**src/rtl/core/sadr_pkg.sv**
```systemverilog
// shared types, constants and helper functions for the slot allocator
package sadr_pkg;

    localparam int SLOTS     = 1024;
    localparam int ROW_BITS  = 32;
    localparam int ROWS      = SLOTS / ROW_BITS;
    localparam int ROW_AW    = $clog2(ROWS);
    localparam int BIT_AW    = $clog2(ROW_BITS);
    localparam int CODE_W    = $clog2(SLOTS);
    localparam int TOP_W     = CODE_W + 1;
    localparam logic [TOP_W-1:0] CAP_RESET = TOP_W'(SLOTS);

    typedef enum logic [2:0] {
        ACT_ALLOC   = 3'd0,
        ACT_RELEASE = 3'd1,
        ACT_QUERY   = 3'd2,
        ACT_TOUCH   = 3'd3,
        ACT_FLUSH   = 3'd4,
        ACT_CLEAR   = 3'd5,
        ACT_RSVD6   = 3'd6,
        ACT_RSVD7   = 3'd7
    } t_action;

    typedef enum logic [1:0] {
        ST_OK      = 2'd0,
        ST_FULL    = 2'd1,
        ST_RANGE   = 2'd2,
        ST_NOALLOC = 2'd3
    } t_status;

    typedef enum logic [2:0] {
        S_IDLE,
        S_RD,
        S_EXE,
        S_TRD,
        S_TRIM
    } t_state;

    typedef struct packed {
        t_action           action;
        logic [CODE_W-1:0] slot_code;
    } t_item;

    typedef struct packed {
        t_status           status;
        logic [CODE_W-1:0] granted_slot;
        logic              in_use;
        logic              range_valid;
        logic [CODE_W-1:0] range_first;
        logic [CODE_W-1:0] range_last;
        logic [TOP_W-1:0]  used_top;
    } t_result;

    // index of lowest set bit
    function automatic logic [BIT_AW-1:0] lsb_idx(input logic [ROW_BITS-1:0] w);
        logic [BIT_AW-1:0] r;
        r = '0;
        for (int i = ROW_BITS - 1; i >= 0; i--) begin
            if (w[i]) r = BIT_AW'(i);
        end
        return r;
    endfunction

    // index of lowest set bit, row-vector width
    function automatic logic [ROW_AW-1:0] row_idx(input logic [ROWS-1:0] w);
        logic [ROW_AW-1:0] r;
        r = '0;
        for (int i = ROWS - 1; i >= 0; i--) begin
            if (w[i]) r = ROW_AW'(i);
        end
        return r;
    endfunction

    // run of ones from the top bit down
    function automatic logic [BIT_AW:0] lead_ones(input logic [ROW_BITS-1:0] w);
        logic [BIT_AW:0] n;
        n = (BIT_AW+1)'(ROW_BITS);
        for (int i = 0; i < ROW_BITS; i++) begin
            if (!w[i]) n = (BIT_AW+1)'(ROW_BITS - 1 - i);
        end
        return n;
    endfunction

endpackage

```
**src/rtl/core/sadr_ram.sv**
```systemverilog
// generic single-port-write ram with registered read
module sadr_ram #(
    parameter int WIDTH = 32,
    parameter int DEPTH = 32
) (
    input  logic                     i_clk,
    input  logic                     i_we,
    input  logic [$clog2(DEPTH)-1:0] i_waddr,
    input  logic [WIDTH-1:0]         i_wdata,
    input  logic                     i_re,
    input  logic [$clog2(DEPTH)-1:0] i_raddr,
    output logic [WIDTH-1:0]         o_rdata
);

    logic [WIDTH-1:0] r_mem [DEPTH];
    logic [WIDTH-1:0] r_rdata;

    always_ff @(posedge i_clk) begin
        if (i_we) r_mem[i_waddr] <= i_wdata;
        if (i_re) r_rdata <= r_mem[i_raddr];
    end

    assign o_rdata = r_rdata;

endmodule

```
**src/rtl/core/slot_allocator_dirty_range_core.sv**
```systemverilog
// slot allocator top level: free map in ram, watermark and dirty range
// sequence: start is accepted while idle; the map row is read in S_RD, the action runs
//   in S_EXE and done is registered; a release of the top slot (other than slot 0) first walks
//   free-map rows down through S_TRD and S_TRIM; busy holds off new items until done; no output stall
// reset: synchronous; watermark 0, empty dirty range, capacity 1024; rows
//   with no live free bits read as zero, so no clearing pass is needed
module slot_allocator_dirty_range_core (
    input  logic                        i_clk,
    input  logic                        i_rst_n,
    input  logic                        start,
    output logic                        busy,
    input  sadr_pkg::t_item             i_item,
    output logic                        o_done,
    output sadr_pkg::t_result           o_result,
    input  logic                        i_cfg_valid,
    output logic                        o_cfg_ready,
    input  logic [sadr_pkg::TOP_W-1:0]  i_cfg_data
);
    import sadr_pkg::*;

    t_state              r_state, n_state;
    t_action             r_act;
    logic [CODE_W-1:0]   r_code;
    logic [ROW_AW-1:0]   r_row, n_row;
    logic                r_found;
    logic [TOP_W-1:0]    r_wm, n_wm;
    logic [TOP_W-1:0]    r_cap;
    logic [ROWS-1:0]     r_row_any, n_row_any;
    logic                r_dany, n_dany;
    logic [CODE_W-1:0]   r_dlo, n_dlo, r_dhi, n_dhi;
    t_result             r_res, n_res;
    logic                r_done, n_done;

    logic                ram_we, ram_re;
    logic [ROW_BITS-1:0] ram_wdata, ram_rdata, word;
    logic                accept;
    logic [TOP_W-1:0]    cap_eff, cap_max, wm_m1;
    logic [CODE_W-1:0]   code_m1;
    logic [BIT_AW-1:0]   bpos, tpos;
    logic                slot_free;
    logic [ROW_BITS-1:0] shl;
    logic [BIT_AW:0]     nlead, lowpos, kdrop;
    logic                all_free;
    logic                mark;
    logic [CODE_W-1:0]   mark_slot;

    sadr_ram #(.WIDTH(ROW_BITS), .DEPTH(ROWS)) u_map (
        .i_clk   (i_clk),
        .i_we    (ram_we),
        .i_waddr (r_row),
        .i_wdata (ram_wdata),
        .i_re    (ram_re),
        .i_raddr (r_row),
        .o_rdata (ram_rdata)
    );

    assign busy        = (r_state != S_IDLE);
    assign accept      = start && !busy;
    assign o_cfg_ready = 1'b1;
    assign o_done      = r_done;
    assign o_result    = r_res;
    assign ram_re      = (r_state == S_RD) || (r_state == S_TRD);

    assign cap_max   = (r_cap < r_wm) ? r_wm : r_cap;
    assign cap_eff   = (cap_max > CAP_RESET) ? CAP_RESET : cap_max;
    assign word      = r_row_any[r_row] ? ram_rdata : '0;
    assign bpos      = lsb_idx(word);
    assign slot_free = word[r_code[BIT_AW-1:0]];
    assign wm_m1     = r_wm - TOP_W'(1);
    assign code_m1   = r_code - CODE_W'(1);
    assign tpos      = wm_m1[BIT_AW-1:0];
    assign shl       = word << (BIT_AW'(ROW_BITS - 1) - tpos);
    assign nlead     = lead_ones(shl);
    assign all_free  = (nlead > {1'b0, tpos});
    assign kdrop     = all_free ? ({1'b0, tpos} + (BIT_AW+1)'(1)) : nlead;
    assign lowpos    = ({1'b0, tpos} + (BIT_AW+1)'(1)) - kdrop;

    always_ff @(posedge i_clk) begin
        if (!i_rst_n) begin
            r_state   <= S_IDLE;
            r_wm      <= '0;
            r_cap     <= CAP_RESET;
            r_row_any <= '0;
            r_dany    <= 1'b0;
            r_done    <= 1'b0;
        end else begin
            r_state   <= n_state;
            r_wm      <= n_wm;
            r_row_any <= n_row_any;
            r_dany    <= n_dany;
            r_done    <= n_done;
            if (i_cfg_valid && o_cfg_ready) r_cap <= i_cfg_data;
        end
    end

    always_ff @(posedge i_clk) begin
        r_row <= n_row;
        r_dlo <= n_dlo;
        r_dhi <= n_dhi;
        r_res <= n_res;
        if (accept) begin
            r_act   <= i_item.action;
            r_code  <= i_item.slot_code;
            r_found <= |r_row_any;
        end
    end

    always_comb begin
        n_state   = r_state;
        n_row     = r_row;
        n_wm      = r_wm;
        n_row_any = r_row_any;
        n_dany    = r_dany;
        n_dlo     = r_dlo;
        n_dhi     = r_dhi;
        n_res     = r_res;
        n_done    = 1'b0;
        ram_we    = 1'b0;
        ram_wdata = word;
        mark      = 1'b0;
        mark_slot = '0;

        case (r_state)
            S_IDLE: begin
                if (accept) begin
                    n_state = S_RD;
                    n_row   = (i_item.action == ACT_ALLOC) ? row_idx(r_row_any)
                                                          : i_item.slot_code[CODE_W-1:BIT_AW];
                end
            end
            S_RD: begin
                n_state = S_EXE;
            end
            S_EXE: begin
                n_state = S_IDLE;
                n_done  = 1'b1;
                n_res   = '0;
                case (r_act)
                    ACT_ALLOC: begin
                        if (r_found) begin
                            ram_we    = 1'b1;
                            ram_wdata = word & ~(ROW_BITS'(1) << bpos);
                            n_row_any[r_row] = |ram_wdata;
                            n_res.granted_slot = {r_row, bpos};
                            mark      = 1'b1;
                            mark_slot = {r_row, bpos};
                        end else if (r_wm >= cap_eff) begin
                            n_res.status = ST_FULL;
                        end else begin
                            n_res.granted_slot = r_wm[CODE_W-1:0];
                            mark      = 1'b1;
                            mark_slot = r_wm[CODE_W-1:0];
                            n_wm      = r_wm + TOP_W'(1);
                        end
                    end
                    ACT_RELEASE: begin
                        if ({1'b0, r_code} >= cap_eff) begin
                            n_res.status = ST_RANGE;
                        end else if ({1'b0, r_code} >= r_wm || slot_free) begin
                            n_res.status = ST_NOALLOC;
                        end else begin
                            mark      = 1'b1;
                            mark_slot = r_code;
                            if ({1'b0, r_code} + TOP_W'(1) == r_wm) begin
                                n_wm = {1'b0, r_code};
                                if (r_code != '0) begin
                                    n_state = S_TRD;
                                    n_done  = 1'b0;
                                    n_row   = code_m1[CODE_W-1:BIT_AW];
                                end
                            end else begin
                                ram_we    = 1'b1;
                                ram_wdata = word | (ROW_BITS'(1) << r_code[BIT_AW-1:0]);
                                n_row_any[r_row] = 1'b1;
                            end
                        end
                    end
                    ACT_QUERY: begin
                        if ({1'b0, r_code} >= cap_eff) n_res.status = ST_RANGE;
                        else n_res.in_use = ({1'b0, r_code} < r_wm) && !slot_free;
                    end
                    ACT_TOUCH: begin
                        mark = 1'b1;
                        if ({1'b0, r_code} >= cap_eff) begin
                            n_res.status = ST_RANGE;
                        end else begin
                            mark_slot = r_code;
                            if ({1'b0, r_code} >= r_wm || slot_free)
                                n_res.status = ST_NOALLOC;
                        end
                    end
                    ACT_FLUSH: begin
                        if (r_dany) begin
                            n_res.range_valid = 1'b1;
                            n_res.range_first = r_dlo;
                            n_res.range_last  = r_dhi;
                        end
                        n_dany = 1'b0;
                    end
                    ACT_CLEAR: begin
                        n_row_any = '0;
                        n_wm      = '0;
                        n_dany    = 1'b0;
                    end
                    default: begin
                    end
                endcase
                if (mark) begin
                    n_dany = 1'b1;
                    n_dlo  = (!r_dany || mark_slot < r_dlo) ? mark_slot : r_dlo;
                    n_dhi  = (!r_dany || mark_slot > r_dhi) ? mark_slot : r_dhi;
                end
                n_res.used_top = n_wm;
            end
            S_TRD: begin
                n_state = S_TRIM;
            end
            S_TRIM: begin
                ram_we    = 1'b1;
                ram_wdata = word & ~({ROW_BITS{1'b1}} << lowpos);
                n_row_any[r_row] = |ram_wdata;
                n_wm      = r_wm - TOP_W'(kdrop);
                if (all_free && r_row != '0) begin
                    n_state = S_TRD;
                    n_row   = r_row - ROW_AW'(1);
                end else begin
                    n_state = S_IDLE;
                    n_done  = 1'b1;
                    n_res   = '0;
                    n_res.used_top = n_wm;
                end
            end
            default: begin
                n_state = S_IDLE;
            end
        endcase
    end

endmodule
```
**config.mk**
```make
export PLATFORM = sky130hd
export DESIGN_NAME = slot_allocator_dirty_range_core
export DESIGN_NICKNAME = d
export VERILOG_FILES = /design/src/rtl/core/sadr_pkg.sv /design/src/rtl/core/sadr_ram.sv /design/src/rtl/core/slot_allocator_dirty_range_core.sv
export SDC_FILE = /design/constraint.sdc
export NUM_CORES = 2
export LEC_CHECK = 0
export BUFFER_PORTS_ARGS = -buffer_cell sky130_fd_sc_hd__buf_2
export CORE_ASPECT_RATIO = 0.9
export CORE_MARGIN = 2
export CORE_UTILIZATION = 60
export DETAILED_ROUTE_END_ITERATION = 6
export PLACE_DENSITY = 0.76
export SLEW_MARGIN = 20
export SYNTH_ARGS = -nofsm -noshare
export SYNTH_HDL_FRONTEND = slang
export SYNTH_SLANG_ARGS = --single-unit
```
**constraint.sdc**
```tcl
create_clock -name i_clk -period 20.1 [get_ports i_clk]
set_input_delay 1.005 -clock i_clk [delete_from_list [all_inputs] [get_ports i_clk]]
set_output_delay 1.005 -clock i_clk [all_outputs]
set_load 0.05 [all_outputs]
```
==> metrics.cfg <==
[critical_path]
cp_slowest_cell=xnor2_1
crit_arrival_ns=11.06
cp-end-kind=flop
path_common_cell=o21ai_0
critPathLaunchType=flop
critPathRequiredTime_ns=20.64
crit_family=compound AO/OA/AOI/OAI gates
worstSetupPathType=reg2reg
worst_path_largest_cell_delay_ns=0.84
crit_fanout=57
cp.buffers_inverters=3

[synth]
synth_compound_area_share_pct=9.65
synth-seq-cells=1199
synth_flop_cell=edfxtp_1
yosys.area_share.adder_pct=2.07
synth_nets=3705
synthArstFlopShare_pct=0
yosys.area_share.simple_pct=6.92
yosysSeqAreaShare_pct=64.3
synth_area_per_cell_um2=15.3
yosysTopAreaCellShare_pct=62.2
synth_mux_area_share_pct=13.8
synthXorXnorAreaFrac_pct=0.682
synth-edff-count=1140
yosysWarnings=0
syn_inst=3587
synth_top_area_cell=edfxtp_1
ys_top_cells_by_count=edfxtp_1, mux4_2, nor2_1
synth_top_family_by_area=multiplexers
synth_area_leaders=edfxtp_1, mux4_2, dfxtp_1
synth_most_common_cell=edfxtp_1
yosysUniqueCellTypes=105
syn_area_um2=55000

[routing]
viasPerCell=7.23
drcViolationCount=8
drt_first_pass_iters=7
via_count=35700
drt_iter0_drc=5441
wl_per_cell_um=34.1
routed_wl_mm=168
final_antenna_net_count=0

[floorplanning]
die_area_um2=94200
ios=76
die_h_um=291
die_x_um=323
row_count=105
core_area_um2=91000
start_util_pct=60.5

[clocking]
clockRootBuffer=clkbuf_16
clk-insertion-delay-late_ns=0.74
numCtsBuffers=112
cts_setup_buffers=0
cts.reportedPaths.clkPinSlew_ns=0.06
cts_tree=yes
post_cts_resized=0
cts_hold_buf=0
htreeDepth=3
cts.sink_count=1199
cts_buffer_depth=3

[placement]
io_buffers=74
dpl.hpwl_mm=92.3
routabilityCongestion=1.04

[global_route]
grt_usage_pct=36.0
overflow=0
grt_pass1_vias=34800
grt.busiest_layer=met2
use_met3_pct=7.52
antenna_found_initial=1
met2_usage_pct=55.0
grt_pass1_wl_mm=242
grt_max_degree=135
gr-usage-met1_pct=50.3

[finish]
final_nets=3730
antenna_cells=0
syn_to_final_growth_pct=10.5
seqCellArea_um2=35400
multi_input_area_um2=18800
fillers=6106
drive_above_1_share_pct=21.8

[sta]
setup-violations-final=0
rsz0062_at_grt=false
clock_skew_ns=0.0646
final_max_slew_viol_count=0
post-route-period-util_pct=52.3
slew_headroom_pct=26.2
hold_viol_final=0
setup_tns_ns=0
worst_pin_slew_ns=1.10
period_needed_ns=10.52
fmax_mhz=95.1

[status]
status=complete, but fails checks
violations=design-rule violations

[power_and_ir_drop]
power.leakage_nw=19.6
p_per_area_nw_per_um2=91.6
finalPower_mw=5.57
peakVddDrop_uv=80.9

[worst_hold_path]
min_path_type=in2reg

[job]
max-cap-violations=0

## state kept, by name, indices dropped and copies added, names as in the netlist
name,count
u_map.r_mem,1024
o_result,45
r_row_any,32
u_map.o_rdata,32
r_cap,11
r_wm,11
r_code,10
r_dhi,10
r_dlo,10
r_row,5
r_act,3
r_state,3
o_done,1
r_dany,1
r_found,1
## through the flow
stage / cell area (um^2) / setup WS, ns / std cells / utilization (%) / hold slack, ns
floorplan: 55000 / 10.83 / 3587 / - / 0.467
global placement: 57100 / 9.78 / 4725 / 62.8 / 0.522
detailed placement: 57200 / 9.71 / 4726 / 62.8 / 0.532
CTS: 60700 / 9.68 / 4932 / 66.7 / 0.480
global route: 60800 / 8.85 / 4934 / 66.8 / 0.484
finish: 60800 / 9.58 / 4934 / 66.8 / 0.504
## cells in the final DEF, fill, tap and decap left out, drive strengths merged, types with 21 or more instances in the layout
cell type and n:
edfxtp 1140, mux4 291, nor2 209, nand2 183, buf 179, a21oi 157
clkbuf 144, a22oi 140, o21ai 119, ha 88, inv 75, nor3 71
mux2i 69, dfxtp 59, nand4 54, o211ai 53, clkinv 53, nand3 51
a31oi 40, and2 36, nor4 36, mux2 28, nand2b 27, o22ai 26
xnor2 24, a21o 23, nor2b 23, a211oi 22, and3 21
## per-layer routing
layer | wire length, um | vias up
met5 | 13 | -
met4 | 8960 | 2
met3 | 19800 | 500
met2 | 77300 | 2811
met1 | 61900 | 17800
li1 | - | 14500
## report_power, final
group / internal, mW / switching, mW
sequential: 2.79 / 0.0359
clock: 1.12 / 0.924
combinational: 0.240 / 0.463
total: 4.15 / 1.42
## cell families (layout without fill, tap and decap cells)
group	after synthesis	in the layout
AOI/OAI and AO/OA	756	756
xor gates and xnor gates	39	39
adders and majority gates	90	90
buffers and inverters	346	463
DFF	1199	1199
muxes	388	388
other	1	1
and+or+nand+nor	768	768
## cell type report
cell class	instances	share of cell area (%)
clock buffer	144	4.91
clock inverter	62	0.887
inverter	78	0.486
multi-input combinational	2042	30.9
sequential	1199	58.2
tap	1230	2.53
timing repair buffer	179	2.00
## final timing paths
path	startpoint	endpoint	slack, ns	cells after the start
worst max-delay path	r_wm[1]$_SDFFE_PN0N_	r_row_any[31]$_SDFFE_PN0P_	9.58	38
worst min-delay path	i_item[1]	r_code[1]$_DFFE_PP_	0.50	1
worst max register to register	r_wm[1]$_SDFFE_PN0N_	r_row_any[31]$_SDFFE_PN0P_	9.58	38
worst min register to register	r_row_any[16]$_SDFFE_PN0P_	r_row_any[16]$_SDFFE_PN0P_	0.55	2
No activity file was read; power rests on OpenSTA's default activity.
